**src/rtl/fpba_pkg.sv**
```systemverilog
package fpba_pkg;

  // fixed widths of the channel fields and registers
  localparam int CMD_W        = 1;
  localparam int BLK_IDX_W    = 5;
  localparam int SIZE_FIELD_W = 16;
  localparam int MODE_W       = 2;
  localparam int COUNT_W      = 6;
  localparam int CFG_IDX_W    = 2;
  localparam int CFG_DATA_W   = 6;

  // depth of the queue between front and back
  localparam int QUEUE_DEPTH  = 2;
  localparam int QUEUE_PTR_W  = 1;
  localparam int QUEUE_CNT_W  = 2;

  localparam logic [CMD_W-1:0] CMD_LOAD    = 1'b0;
  localparam logic [CMD_W-1:0] CMD_REQUEST = 1'b1;

  localparam logic [MODE_W-1:0] FIT_FIRST = 2'd0;
  localparam logic [MODE_W-1:0] FIT_BEST  = 2'd1;
  localparam logic [MODE_W-1:0] FIT_WORST = 2'd2;

  localparam logic [CFG_IDX_W-1:0] CFG_FIT_MODE    = 2'd0;
  localparam logic [CFG_IDX_W-1:0] CFG_BLOCK_COUNT = 2'd1;

  typedef enum logic [1:0] {
    ST_IDLE,
    ST_SCAN,
    ST_DONE
  } fpba_state_t;

  typedef struct packed {
    logic [MODE_W-1:0]  fit_mode;
    logic [COUNT_W-1:0] block_count;
  } fpba_cfg_t;

  typedef struct packed {
    logic scanning;
    logic res_load;
  } fpba_stat_t;

endpackage

```
**src/rtl/fpba_if.sv**
```systemverilog
interface fpba_in_if;
  logic                              valid;
  logic                              ready;
  logic [fpba_pkg::CMD_W-1:0]        cmd;
  logic [fpba_pkg::BLK_IDX_W-1:0]    block_index;
  logic [fpba_pkg::SIZE_FIELD_W-1:0] size_value;

  modport source (output valid, output cmd, output block_index, output size_value,
                  input ready);
  modport sink (input valid, input cmd, input block_index, input size_value,
                output ready);
endinterface

interface fpba_out_if;
  logic                              valid;
  logic                              ready;
  logic                              granted;
  logic [fpba_pkg::BLK_IDX_W-1:0]    chosen_block;
  logic [fpba_pkg::SIZE_FIELD_W-1:0] space_left;

  modport source (output valid, output granted, output chosen_block, output space_left,
                  input ready);
  modport sink (input valid, input granted, input chosen_block, input space_left,
                output ready);
endinterface

```
**src/rtl/fpba_front.sv**
```systemverilog
module fpba_front #(
  parameter int NUM_BLOCKS = 32,
  parameter int SIZE_BITS  = 16,
  parameter int IDX_W      = 5
) (
  input  logic                 clk,
  input  logic                 rst_n,
  fpba_in_if.sink              in_chan,
  output logic                 q_valid,
  input  logic                 q_ready,
  output logic                 q_is_req,
  output logic [IDX_W-1:0]     q_idx,
  output logic [SIZE_BITS-1:0] q_size
);

  logic                               q_req_r  [fpba_pkg::QUEUE_DEPTH];
  logic [IDX_W-1:0]                   q_idx_r  [fpba_pkg::QUEUE_DEPTH];
  logic [SIZE_BITS-1:0]               q_size_r [fpba_pkg::QUEUE_DEPTH];
  logic [fpba_pkg::QUEUE_PTR_W-1:0]   wr_ptr_r, wr_ptr_nxt;
  logic [fpba_pkg::QUEUE_PTR_W-1:0]   rd_ptr_r, rd_ptr_nxt;
  logic [fpba_pkg::QUEUE_CNT_W-1:0]   cnt_r, cnt_nxt;
  logic                               accept;
  logic                               is_req;
  logic                               push;
  logic                               pop;

  assign in_chan.ready = (cnt_r != fpba_pkg::QUEUE_CNT_W'(fpba_pkg::QUEUE_DEPTH));
  assign accept        = in_chan.valid && in_chan.ready;
  assign is_req        = (in_chan.cmd == fpba_pkg::CMD_REQUEST);
  // loads aimed past the table are dropped here
  assign push          = accept && (is_req || (32'(in_chan.block_index) < NUM_BLOCKS));

  assign q_valid  = (cnt_r != '0);
  assign pop      = q_valid && q_ready;
  assign q_is_req = q_req_r[rd_ptr_r];
  assign q_idx    = q_idx_r[rd_ptr_r];
  assign q_size   = q_size_r[rd_ptr_r];

  always_comb begin
    wr_ptr_nxt = push ? wr_ptr_r + 1'b1 : wr_ptr_r;
    rd_ptr_nxt = pop ? rd_ptr_r + 1'b1 : rd_ptr_r;
    cnt_nxt    = cnt_r;
    if (push && !pop) begin
      cnt_nxt = cnt_r + 1'b1;
    end else if (!push && pop) begin
      cnt_nxt = cnt_r - 1'b1;
    end
  end

  always_ff @(posedge clk) begin
    if (!rst_n) begin
      wr_ptr_r <= '0;
      rd_ptr_r <= '0;
      cnt_r    <= '0;
    end else begin
      wr_ptr_r <= wr_ptr_nxt;
      rd_ptr_r <= rd_ptr_nxt;
      cnt_r    <= cnt_nxt;
    end
  end

  always_ff @(posedge clk) begin
    if (push) begin
      q_req_r[wr_ptr_r]  <= is_req;
      q_idx_r[wr_ptr_r]  <= IDX_W'(in_chan.block_index);
      q_size_r[wr_ptr_r] <= SIZE_BITS'(in_chan.size_value);
    end
  end

endmodule

```
**src/rtl/fpba_back.sv**
```systemverilog
module fpba_back #(
  parameter int NUM_BLOCKS = 32,
  parameter int SIZE_BITS  = 16,
  parameter int IDX_W      = 5,
  parameter int CNT_W      = 6
) (
  input  logic                 clk,
  input  logic                 rst_n,
  input  fpba_pkg::fpba_cfg_t  cfg,
  input  logic                 q_valid,
  output logic                 q_ready,
  input  logic                 q_is_req,
  input  logic [IDX_W-1:0]     q_idx,
  input  logic [SIZE_BITS-1:0] q_size,
  fpba_out_if.source           out_chan,
  output fpba_pkg::fpba_stat_t stat
);

  logic [SIZE_BITS-1:0]  block_remaining_r [NUM_BLOCKS];
  logic [SIZE_BITS-1:0]  rd_data_r;
  logic [IDX_W-1:0]      rd_addr;
  logic                  mem_we;
  logic [IDX_W-1:0]      mem_waddr;
  logic [SIZE_BITS-1:0]  mem_wdata;

  fpba_pkg::fpba_state_t state_r, state_nxt;
  logic [SIZE_BITS-1:0]  req_size_r, req_size_nxt;
  logic [CNT_W-1:0]      limit_r, limit_nxt;
  logic [CNT_W-1:0]      limit_in;
  logic [CNT_W-1:0]      scan_cnt_r, scan_cnt_nxt;
  logic                  eval_valid_r, eval_valid_nxt;
  logic [IDX_W-1:0]      eval_idx_r, eval_idx_nxt;
  logic                  found_r, found_nxt;
  logic [IDX_W-1:0]      chosen_r, chosen_nxt;
  logic [SIZE_BITS-1:0]  best_val_r, best_val_nxt;
  logic                  fits;
  logic                  better;
  logic                  slot_free;
  logic                  issue;

  logic                  out_valid_r, out_valid_nxt;
  logic                  res_load;
  logic                  res_granted;
  logic [IDX_W-1:0]      res_idx;
  logic [SIZE_BITS-1:0]  res_space;
  logic                  out_granted_r;
  logic [fpba_pkg::BLK_IDX_W-1:0]    out_block_r;
  logic [fpba_pkg::SIZE_FIELD_W-1:0] out_space_r;

  assign slot_free = !out_valid_r || out_chan.ready;
  assign issue     = (state_r == fpba_pkg::ST_SCAN) && (scan_cnt_r < limit_r);
  assign rd_addr   = issue ? scan_cnt_r[IDX_W-1:0] : '0;

  // blocks in use, clipped to the table size
  assign limit_in = (32'(cfg.block_count) > NUM_BLOCKS) ? CNT_W'(NUM_BLOCKS)
                                                         : CNT_W'(cfg.block_count);

  assign fits   = (rd_data_r >= req_size_r);
  assign better = (cfg.fit_mode == fpba_pkg::FIT_BEST)  ? (rd_data_r < best_val_r) :
                  (cfg.fit_mode == fpba_pkg::FIT_WORST) ? (rd_data_r > best_val_r) : 1'b0;

  always_comb begin
    state_nxt      = state_r;
    req_size_nxt   = req_size_r;
    limit_nxt      = limit_r;
    scan_cnt_nxt   = scan_cnt_r;
    eval_valid_nxt = 1'b0;
    eval_idx_nxt   = eval_idx_r;
    found_nxt      = found_r;
    chosen_nxt     = chosen_r;
    best_val_nxt   = best_val_r;
    q_ready        = 1'b0;
    mem_we         = 1'b0;
    mem_waddr      = q_idx;
    mem_wdata      = q_size;
    res_load       = 1'b0;
    res_granted    = 1'b0;
    res_idx        = '0;
    res_space      = '0;

    // candidate check runs on the registered table read, in the cycle after its address is issued
    if (eval_valid_r && fits && (!found_r || better)) begin
      found_nxt    = 1'b1;
      chosen_nxt   = eval_idx_r;
      best_val_nxt = rd_data_r;
    end

    unique case (state_r)
      fpba_pkg::ST_IDLE: begin
        if (q_valid) begin
          if (!q_is_req) begin
            q_ready = 1'b1;
            mem_we  = 1'b1;
          end else if (limit_in == '0) begin
            if (slot_free) begin
              q_ready  = 1'b1;
              res_load = 1'b1;
            end
          end else begin
            q_ready      = 1'b1;
            req_size_nxt = q_size;
            limit_nxt    = limit_in;
            scan_cnt_nxt = '0;
            found_nxt    = 1'b0;
            state_nxt    = fpba_pkg::ST_SCAN;
          end
        end
      end
      fpba_pkg::ST_SCAN: begin
        if (issue) begin
          eval_valid_nxt = 1'b1;
          eval_idx_nxt   = scan_cnt_r[IDX_W-1:0];
          scan_cnt_nxt   = scan_cnt_r + 1'b1;
        end else if (!eval_valid_r) begin
          state_nxt = fpba_pkg::ST_DONE;
        end
      end
      fpba_pkg::ST_DONE: begin
        if (slot_free) begin
          res_load    = 1'b1;
          res_granted = found_r;
          if (found_r) begin
            mem_we    = 1'b1;
            mem_waddr = chosen_r;
            mem_wdata = best_val_r - req_size_r;
            res_idx   = chosen_r;
            res_space = best_val_r - req_size_r;
          end
          state_nxt = fpba_pkg::ST_IDLE;
        end
      end
      default: state_nxt = fpba_pkg::ST_IDLE;
    endcase
  end

  always_comb begin
    out_valid_nxt = out_valid_r;
    if (res_load) begin
      out_valid_nxt = 1'b1;
    end else if (out_chan.ready) begin
      out_valid_nxt = 1'b0;
    end
  end

  always_ff @(posedge clk) begin
    if (!rst_n) begin
      state_r      <= fpba_pkg::ST_IDLE;
      eval_valid_r <= 1'b0;
      found_r      <= 1'b0;
      out_valid_r  <= 1'b0;
    end else begin
      state_r      <= state_nxt;
      eval_valid_r <= eval_valid_nxt;
      found_r      <= found_nxt;
      out_valid_r  <= out_valid_nxt;
    end
  end

  always_ff @(posedge clk) begin
    req_size_r <= req_size_nxt;
    limit_r    <= limit_nxt;
    scan_cnt_r <= scan_cnt_nxt;
    eval_idx_r <= eval_idx_nxt;
    chosen_r   <= chosen_nxt;
    best_val_r <= best_val_nxt;
    if (res_load) begin
      out_granted_r <= res_granted;
      out_block_r   <= fpba_pkg::BLK_IDX_W'(res_idx);
      out_space_r   <= fpba_pkg::SIZE_FIELD_W'(res_space);
    end
  end

  // table with one write port and one registered read port: one write, one read a cycle
  always_ff @(posedge clk) begin
    if (mem_we) begin
      block_remaining_r[mem_waddr] <= mem_wdata;
    end
    rd_data_r <= block_remaining_r[rd_addr];
  end

  assign out_chan.valid        = out_valid_r;
  assign out_chan.granted      = out_granted_r;
  assign out_chan.chosen_block = out_block_r;
  assign out_chan.space_left   = out_space_r;

  assign stat.scanning = (state_r == fpba_pkg::ST_SCAN);
  assign stat.res_load = res_load;

endmodule

```
**src/rtl/fit_policy_block_allocator_top.sv**
```systemverilog
// First, best or worst fit block allocator. A load request (cmd 0) writes the
// free size of one table block and returns nothing; an allocation request
// (cmd 1) searches blocks 0 to min(block_count, NUM_BLOCKS)-1, takes the
// first, smallest or largest block that still holds the requested size
// (lowest index on ties), subtracts the size and returns the block and its
// space left, or granted 0. A two-entry queue sits between the input side and
// the table engine, and a result register holds the answer, so requests are
// still taken while a result waits. The table has one write port and one
// registered read port, read one entry a cycle. A load is written at once;
// an allocation scans, then writes back when the result register is free.
// Blocks must be loaded before a request searches them; fit_mode and
// block_count must be written only while the block is idle (not enforced).
module fit_policy_block_allocator_top #(
  parameter int NUM_BLOCKS = 32,
  parameter int SIZE_BITS  = 16
) (
  input  logic                                clk,
  input  logic                                rst_n,
  fpba_in_if.sink                             in_chan,
  fpba_out_if.source                          out_chan,
  input  logic                                cfg_we,
  input  logic [fpba_pkg::CFG_IDX_W-1:0]      cfg_index,
  input  logic [fpba_pkg::CFG_DATA_W-1:0]     cfg_wdata
);

  localparam int IDX_W = (NUM_BLOCKS > 1) ? $clog2(NUM_BLOCKS) : 1;
  localparam int CNT_W = $clog2(NUM_BLOCKS + 1);

  fpba_pkg::fpba_cfg_t  cfg_r;
  fpba_pkg::fpba_stat_t stat;
  logic                 q_valid;
  logic                 q_ready;
  logic                 q_is_req;
  logic [IDX_W-1:0]     q_idx;
  logic [SIZE_BITS-1:0] q_size;

  always_ff @(posedge clk) begin
    if (!rst_n) begin
      cfg_r <= '0;
    end else if (cfg_we) begin
      unique case (cfg_index)
        fpba_pkg::CFG_FIT_MODE:    cfg_r.fit_mode    <= cfg_wdata[fpba_pkg::MODE_W-1:0];
        fpba_pkg::CFG_BLOCK_COUNT: cfg_r.block_count <= cfg_wdata[fpba_pkg::COUNT_W-1:0];
        default: ;
      endcase
    end
  end

  fpba_front #(
    .NUM_BLOCKS (NUM_BLOCKS),
    .SIZE_BITS  (SIZE_BITS),
    .IDX_W      (IDX_W)
  ) u_front (
    .clk      (clk),
    .rst_n    (rst_n),
    .in_chan  (in_chan),
    .q_valid  (q_valid),
    .q_ready  (q_ready),
    .q_is_req (q_is_req),
    .q_idx    (q_idx),
    .q_size   (q_size)
  );

  fpba_back #(
    .NUM_BLOCKS (NUM_BLOCKS),
    .SIZE_BITS  (SIZE_BITS),
    .IDX_W      (IDX_W),
    .CNT_W      (CNT_W)
  ) u_back (
    .clk      (clk),
    .rst_n    (rst_n),
    .cfg      (cfg_r),
    .q_valid  (q_valid),
    .q_ready  (q_ready),
    .q_is_req (q_is_req),
    .q_idx    (q_idx),
    .q_size   (q_size),
    .out_chan (out_chan),
    .stat     (stat)
  );

`ifndef SYNTHESIS
  // a new result never overwrites one that has not been taken
  a_no_result_overwrite: assert property (@(posedge clk) disable iff (!rst_n)
    stat.res_load |-> (!out_chan.valid || out_chan.ready))
    else $error("result register overwritten while stalled");

  // a refusal carries zero block and zero space
  a_refusal_zeroed: assert property (@(posedge clk) disable iff (!rst_n)
    (out_chan.valid && !out_chan.granted) |->
      (out_chan.chosen_block == '0 && out_chan.space_left == '0))
    else $error("refused request with non-zero fields");

  // input side only stalls when the queue holds work
  a_stall_needs_queue: assert property (@(posedge clk) disable iff (!rst_n)
    !in_chan.ready |-> q_valid)
    else $error("input stalled with empty queue");

  // results are only loaded outside the table walk
  a_no_result_mid_scan: assert property (@(posedge clk) disable iff (!rst_n)
    stat.scanning |-> !stat.res_load)
    else $error("result loaded during scan");
`endif

endmodule

```
**src/flat_wrapper.sv**
```systemverilog
// flat-port wrapper written by rule: the top's interface ports become plain ports
module fit_policy_block_allocator_top_flat 
#(
  parameter int NUM_BLOCKS = 32,
  parameter int SIZE_BITS  = 16
)
  (clk, rst_n, cfg_we, cfg_index, cfg_wdata, in_chan_valid, in_chan_cmd, in_chan_block_index, in_chan_size_value, in_chan_ready, out_chan_valid, out_chan_granted, out_chan_chosen_block, out_chan_space_left, out_chan_ready);
  fpba_in_if in_chan_i ();
  fpba_out_if out_chan_i ();
  input  logic clk;
  input  logic rst_n;
  input  logic cfg_we;
  input  logic [fpba_pkg::CFG_IDX_W-1:0] cfg_index;
  input  logic [fpba_pkg::CFG_DATA_W-1:0] cfg_wdata;
  input wire logic [$bits(in_chan_i.valid)-1:0] in_chan_valid;
  input wire logic [$bits(in_chan_i.cmd)-1:0] in_chan_cmd;
  input wire logic [$bits(in_chan_i.block_index)-1:0] in_chan_block_index;
  input wire logic [$bits(in_chan_i.size_value)-1:0] in_chan_size_value;
  output wire logic [$bits(in_chan_i.ready)-1:0] in_chan_ready;
  output wire logic [$bits(out_chan_i.valid)-1:0] out_chan_valid;
  output wire logic [$bits(out_chan_i.granted)-1:0] out_chan_granted;
  output wire logic [$bits(out_chan_i.chosen_block)-1:0] out_chan_chosen_block;
  output wire logic [$bits(out_chan_i.space_left)-1:0] out_chan_space_left;
  input wire logic [$bits(out_chan_i.ready)-1:0] out_chan_ready;
  assign in_chan_i.valid = in_chan_valid;
  assign in_chan_i.cmd = in_chan_cmd;
  assign in_chan_i.block_index = in_chan_block_index;
  assign in_chan_i.size_value = in_chan_size_value;
  assign in_chan_ready = in_chan_i.ready;
  assign out_chan_valid = out_chan_i.valid;
  assign out_chan_granted = out_chan_i.granted;
  assign out_chan_chosen_block = out_chan_i.chosen_block;
  assign out_chan_space_left = out_chan_i.space_left;
  assign out_chan_i.ready = out_chan_ready;
  fit_policy_block_allocator_top #(.NUM_BLOCKS(NUM_BLOCKS), .SIZE_BITS(SIZE_BITS)) u_core (.clk(clk), .rst_n(rst_n), .in_chan(in_chan_i), .out_chan(out_chan_i), .cfg_we(cfg_we), .cfg_index(cfg_index), .cfg_wdata(cfg_wdata));
endmodule
```
**config.mk**
```make
export PLATFORM = sky130hd
export DESIGN_NAME = fit_policy_block_allocator_top_flat
export DESIGN_NICKNAME = d
export VERILOG_FILES = /design/src/rtl/fpba_pkg.sv /design/src/rtl/fpba_if.sv /design/src/rtl/fpba_front.sv /design/src/rtl/fpba_back.sv /design/src/rtl/fit_policy_block_allocator_top.sv /design/src/flat_wrapper.sv
export SDC_FILE = /design/constraint.sdc
export NUM_CORES = 1
export LEC_CHECK = 0
export BUFFER_PORTS_ARGS = -buffer_cell sky130_fd_sc_hd__buf_2
export CORE_ASPECT_RATIO = 0.9
export CORE_MARGIN = 5
export CORE_UTILIZATION = 55
export CTS_CLUSTER_DIAMETER = 100
export DETAILED_ROUTE_END_ITERATION = 10
export GPL_ROUTABILITY_DRIVEN = 0
export PLACE_DENSITY = 0.75
export SYNTH_ARGS = -nofsm -noshare
export SYNTH_HDL_FRONTEND = slang
export SYNTH_SLANG_ARGS = --single-unit
```
**constraint.sdc**
```tcl
create_clock -name clk -period 9 [get_ports clk]
set_clock_uncertainty 0.2 [all_clocks]
set_input_delay 0.9 -clock clk [delete_from_list [all_inputs] [get_ports clk]]
set_output_delay 0.9 -clock clk [all_outputs]
set_load 0.05 [all_outputs]
```
## After elaboration in Yosys (flattened, before gate mapping)

Memories as Yosys holds them, arrays and structs flattened. A register that Yosys moved wholly into a read port is not among the register bits.
Index checks and enable logic that the tools add are counted.

| word-level totals | value |
|---|---|
| register bits after elaboration | 93 |
| RAM bits | 556 |
| input bits | 35 |
| output and inout bits | 24 |
| word-level logic and storage cells | 132 |
| memories kept | 4 |

| operators by class | value |
|---|---|
| $add $sub $neg | 6 |
| order comparisons | 5 |
| equality and inequality tests | 13 |
| muxes and demuxes | 56 |
| bitwise logic cells | 1 |
| reductions and logical operators | 29 |

Memories:

| name | depth | bits a word | rd ports | clocked after memory_dff | wr ports | line | text |
|---|---|---|---|---|---|---|---|
| u_core.u_back.block_remaining_r | 32 | 16 | 1 | 1 | 1 | fpba_back.sv:19 | `logic [SIZE_BITS-1:0] block_remaining_r [NUM_BLOCKS];` |
| u_core.u_front.q_size_r | 2 | 16 | 1 | 1 | 1 | fpba_front.sv:18 | `logic [SIZE_BITS-1:0] q_size_r [fpba_pkg::QUEUE_DEPTH];` |
| u_core.u_front.q_idx_r | 2 | 5 | 1 | 1 | 1 | fpba_front.sv:17 | `logic [IDX_W-1:0] q_idx_r [fpba_pkg::QUEUE_DEPTH];` |
| u_core.u_front.q_req_r | 2 | 1 | 1 | 1 | 1 | fpba_front.sv:16 | `logic q_req_r [fpba_pkg::QUEUE_DEPTH];` |

Operators by type and width:

| operator | count |
|---|---|
| 2-to-1 mux 16 bit | 3 |
| 2-to-1 mux 1 bit | 32 |
| 2-to-1 mux 6 bit | 5 |
| 2-to-1 mux 5 bit | 4 |
| greater-or-equal comparator 16 bit | 1 |
| greater-than comparator 16 bit | 1 |
| < comparator 16 bit | 1 |
| 2-to-1 mux 2 bit | 8 |
| subtractor 16 bit | 1 |
| != test 2 bit, second input constant | 7 |
| one-hot mux 6 bit (2 select lines) | 1 |
| AND reduction 2 bit | 5 |
| nonzero test 2 bit | 4 |
| logical AND 1 bit | 7 |
| adder 6 x 1 -> 6 bit, second input constant | 1 |
| == test 2 x 1 -> 1 bit, second input constant | 3 |
| greater-than comparator 6 bit, second input constant | 1 |
| zero test 6 bit | 1 |
| < comparator 6 bit | 1 |
| one-hot mux 2 bit (3 select lines) | 1 |
| AND reduction 6 bit | 1 |
| AND reduction 5 bit | 1 |
| == test 2 bit, second input constant | 2 |
| zero test 1 bit | 4 |
| other kinds (10) | 14 |

## Logic depth before layout (Yosys ltp)

| depth | value |
|---|---|
| depth in word-level cells | 11 |
| gate-level depth with buffers | 12 |
| mapped depth without buffers | 10 |

## Hierarchy

From an unflattened synthesis, not the netlist that was laid out.

| unflattened totals | value |
|---|---|
| cell total of the unflattened synthesis | 1827 |
| area total of the unflattened synthesis | 27116.0 um2 |

By module, submodules not included:

| module | instances | cells an instance | area an instance (um2) |
|---|---|---|---|
| fpba_back | 1 | 1701 | 24963.9 |
| fpba_front | 1 | 92 | 1821.7 |
| fit_policy_block_allocator_top | 1 | 34 | 330.3 |

## Least setup slack after synthesis

Ideal clock, no wire load.

| timing | value |
|---|---|
| path kind | register to register |
| from | register u_core.u_back.best_val_r[15] |
| to | register u_core.u_back.best_val_r[0] (enable) |
| arrival time | 3134 ps |
| data required time | 8369 ps |
| path slack | 5235 ps |
| stages on the path, launching flop included | 9 |
| buffers on the path | 0 |
| clock period less this slack | 3765 ps |
| path through | edfxtp_1 inv_1 ha_1 nand3_1 or4_1 nand3_1 a21oi_1 mux2i_1 a21boi_0 |

| between the ends | value |
|---|---|
| cells in the longest elaborated chain, start to end | 5 |
| elaborated cells between the ends (all ways) | 6 |

Ends and longest elaborated chain:

| what | line | text |
|---|---|---|
| from (decl) | fpba_back.sv:35 | `logic [SIZE_BITS-1:0] best_val_r, best_val_nxt;` |
| from (signal assigned) | fpba_back.sv:165 | `best_val_r <= best_val_nxt;` |
| greater-than comparator 16 bit | fpba_back.sv:60 | `(cfg.fit_mode == fpba_pkg::FIT_WORST) ? (rd_data_r > best_val_r) : 1'b0;` |
| 2-to-1 mux 1 bit | fpba_back.sv:60 |  |
| 2-to-1 mux 1 bit * | fpba_back.sv:59 | `assign better = (cfg.fit_mode == fpba_pkg::FIT_BEST) ? (rd_data_r < best_val_r) :` |
| logical OR 1 bit * | fpba_back.sv:82 | `if (eval_valid_r && fits && (!found_r \|\| better)) begin` |
| logical AND 1 bit * | fpba_back.sv:82 |  |

Every way passes the cells marked *; elsewhere a longest branch is shown, timed or not.
A chain may end at the register's enable or synchronous reset.

## Worst setup path in the final report

| timing | value |
|---|---|
| from | register u_core.u_back.scan_cnt_r[1] |
| to | register u_core.u_back.rd_data_r[1] (read register of u_core.u_back.block_remaining_r) |

| between the ends | value |
|---|---|
| cells in the longest elaborated chain, start to end | 3 |

Ends and longest elaborated chain:

| what | line | text |
|---|---|---|
| from (decl) | fpba_back.sv:30 | `logic [CNT_W-1:0] scan_cnt_r, scan_cnt_nxt;` |
| from (signal assigned) | fpba_back.sv:162 | `scan_cnt_r <= scan_cnt_nxt;` |
| < comparator 6 bit | fpba_back.sv:51 | `assign issue = (state_r == fpba_pkg::ST_SCAN) && (scan_cnt_r < limit_r);` |
| logical AND 1 bit | fpba_back.sv:51 |  |
| 2-to-1 mux 5 bit * | fpba_back.sv:52 | `assign rd_addr = issue ? scan_cnt_r[IDX_W-1:0] : '0;` |
| to (decl) | fpba_back.sv:20 | `logic [SIZE_BITS-1:0] rd_data_r;` |

Marked as above.

==> flow_summary.ini <==
[outcome]
outcome = completed

[cells_and_area]
layout.nets = 1927
multi_input_area_sq_um = 6927
drive_gt1_share_pct = 14.24
ff_latch_area_sq_um = 19660
area_delta_synth_final_pct = 11.98
fillCellCount = 3476

[worst_setup_path]
path_class = register to register
critPathRequiredTime_ns = 9.32
start_kind = register
cp-end-kind = register
crit_path_max_fanout = 33
arrival_ns = 4.89

[global_routing]
grt-ovfl-total = 0
grt_max_degree = 168
antenna_found_initial = 4
grt_usage_pct = 24.59
grt_pass1_vias = 15850
grt_pass1_wl_microns = 99210

[floorplan]
row_count = 77
ioPinCount = 59
core_area_sq_um = 49040
die_h_microns = 221.0
dieArea_sq_um = 54010
initial_core_util_pct = 55.47
die_width_microns = 244.4

[flow_run]
cap_violations = 0

[drt]
drt_wl_total_microns = 68490
first_iter_violations = 2112
vias = 16300
drc = 0
dr.pass1.iters = 6
avgViaCountPerCell = 6.463
avgRoutedWirePerCell_microns = 27.16
final_antenna_net_count = 0

[synthesis]
yosysWarningCount = 0
syn_nets = 1839
synth.avg_cell_area_sq_um = 15.55
synth_edf_count = 632
synthCells = 1749
async_reset_ff_share_pct = 0
ys_ff_latch = 666
syn_area_sq_um = 27200
ys_seq_area_share_pct = 72.27
synth-main-ff-cell = edfxtp_1
synth_cell_types = 71

[timing]
max_freq_mhz = 219.2
finalHoldViolCount = 0
grt_setup_unrepaired = false
fin_crit_sh_pct = 50.69
tns_ns = 0
drv_slew = 0
min_period_ns = 4.562
setup_violations = 0
tightest_slew_ns = 1.286
relSlewSlack_pct = 13.74

[clocking]
clk_pin_slew_worst_paths_ns = 0.06
cts_sinks = 666
cts_root_buffer = clkbuf_16
cts_tree = built
clockBufferDepth = 3
numCtsBuffers = 66
htree_levels = 3
cts.repair.resized = 0
insertion_delay_ns = 0.60
cts_setup_buffers = 0
cts.hold.buffers_added = 0

[power_and_ir_drop]
p_total_mw = 7.703
max-vdd-ir-drop_uv = 232.1
p_per_area_nw_per_um2 = 252.9
power.leakage_nw = 10.61

[placement]
port_buffers = 58
post-dp-hpwl_microns = 42220

[hold_path]
hp-class = register to register
## cell usage after synthesis (all sizes together), types with 18 or more instances
| cell type | instances | area [sq um] |
|---|---|---|
| ha | 54 | 675.7 |
| edfxtp | 632 | 18980 |
| mux2i | 126 | 1261 |
| clkbuf | 51 | 191.4 |
| mux2 | 30 | 337.8 |
| o22ai | 29 | 181.4 |
| nand2 | 45 | 168.9 |
| a31oi | 26 | 162.7 |
| and3 | 18 | 112.6 |
| a221oi | 18 | 157.7 |
| o2111ai | 29 | 271.5 |
| buf | 44 | 239.0 |
| nor2b | 41 | 256.5 |
| inv | 58 | 217.7 |
| a21oi | 42 | 210.2 |
| nor2 | 136 | 518.0 |
| o21ai | 31 | 158.9 |
| o32ai | 32 | 280.3 |
| a211oi | 27 | 220.2 |
| a21o | 20 | 150.1 |
| o221ai | 34 | 297.8 |
| and2 | 21 | 131.4 |
| dfxtp | 34 | 680.7 |
| nand3 | 23 | 115.1 |
## layout make-up
type	instances	area share [%]
repair buffers	115	2.399
well taps	632	2.596
flip-flops and latches	666	64.54
clock inverters	27	0.7681
clock buffers	93	6.235
inverters	58	0.7147
multi-input cells	930	22.74
diodes	1	0.008215
## registers in the layout, summed over array words and instances (netlist names), 8 cells and up, named ones only
register	count
u_core.u_back.req_size_r	16
u_core.u_back.best_val_r	16
u_core.u_back.block_remaining_r	512
u_core.u_front.q_size_r	32
u_core.u_back.out_chan.space_left	16
u_core.u_back.rd_data_r	16
u_core.cfg_r	8
u_core.u_front.q_idx_r	10
## where the power goes
part | internal [mW] | leakage [nW] | switching, mW
sequential | 3.79 | 6.00 | 0.0767
clock | 1.59 | 1.05 | 1.13
combinational | 0.264 | 3.56 | 0.854
total | 5.65 | 10.6 | 2.06
## worst paths after layout
check                              start                          to  slack [ns]  depth (start not counted)
min          u_core.u_back.eval_idx_r[2]   u_core.u_back.chosen_r[2]        0.22                          0
max          u_core.u_back.scan_cnt_r[1]  u_core.u_back.rd_data_r[1]        4.44                         10
max reg2reg  u_core.u_back.scan_cnt_r[1]  u_core.u_back.rd_data_r[1]        4.44                         10
min reg2reg  u_core.u_back.eval_idx_r[2]   u_core.u_back.chosen_r[2]        0.22                          0
## cell families (layout without fill, tap and decap cells)
logic type | Yosys count | after routing | share of synthesized area (%)
XOR/XNOR | 17 | 17 | 0.5474
AND/OR/NAND/NOR | 331 | 331 | 5.975
adder cells (fa/ha/maj) | 55 | 55 | 2.557
AO/OA/AOI/OAI | 371 | 371 | 10.39
flip-flops | 666 | 666 | 72.27
buffers and inverters | 153 | 293 | 2.383
multiplexers | 156 | 156 | 5.878
other | 0 | 1 | 0
## placed cells by master, fill, tap and decap left out, types with 20 or more instances in the layout
cell	count
buf_2	58
clkbuf_16	71
dfxtp_1	34
and2_1	20
o2111ai_1	28
inv_1	57
nand2_1	45
mux2i_1	126
mux2_2	30
nor2b_1	41
buf_4	56
o22ai_1	29
edfxtp_1	632
nor2_1	132
nand3_1	23
ha_1	54
o221ai_1	34
a21oi_1	40
o21ai_0	28
a211oi_1	25
a31oi_1	26
o32ai_1	32
## metal layers
layer | global-route usage [%] | share of wire, %
met1 | 32.52 | 37
met2 | 38.54 | 47
met3 | 8.506 | 12
met4 | 8.451 | 3.9
met5 | 0 | 0.019
## stage by stage
stage	utilization, %	area, sq um	std cells	hold WS [ns]	setup slack, ns
floorplan	-	27200	1749	0.2003	5.235
global placement	57.75	28320	2400	0.2028	4.699
detailed placement	57.75	28320	2400	0.2059	4.464
CTS	62.10	30450	2520	0.2189	4.680
global route	62.11	30460	2521	0.2481	4.373
finish	62.12	30460	2522	0.2214	4.438
## critical path, stage by stage (launching register included)
cell	delay, ns
edfxtp_1	0.84
ha_1	0.36
nand2_1	0.08
o21a_1	0.32
o21ai_4	0.10
inv_2	0.44
buf_4	0.51
nand2_1	0.61
a221oi_1	0.62
o311ai_1	0.19
a31oi_1	0.19
Note: power is estimated with default switching activity, not from simulation.
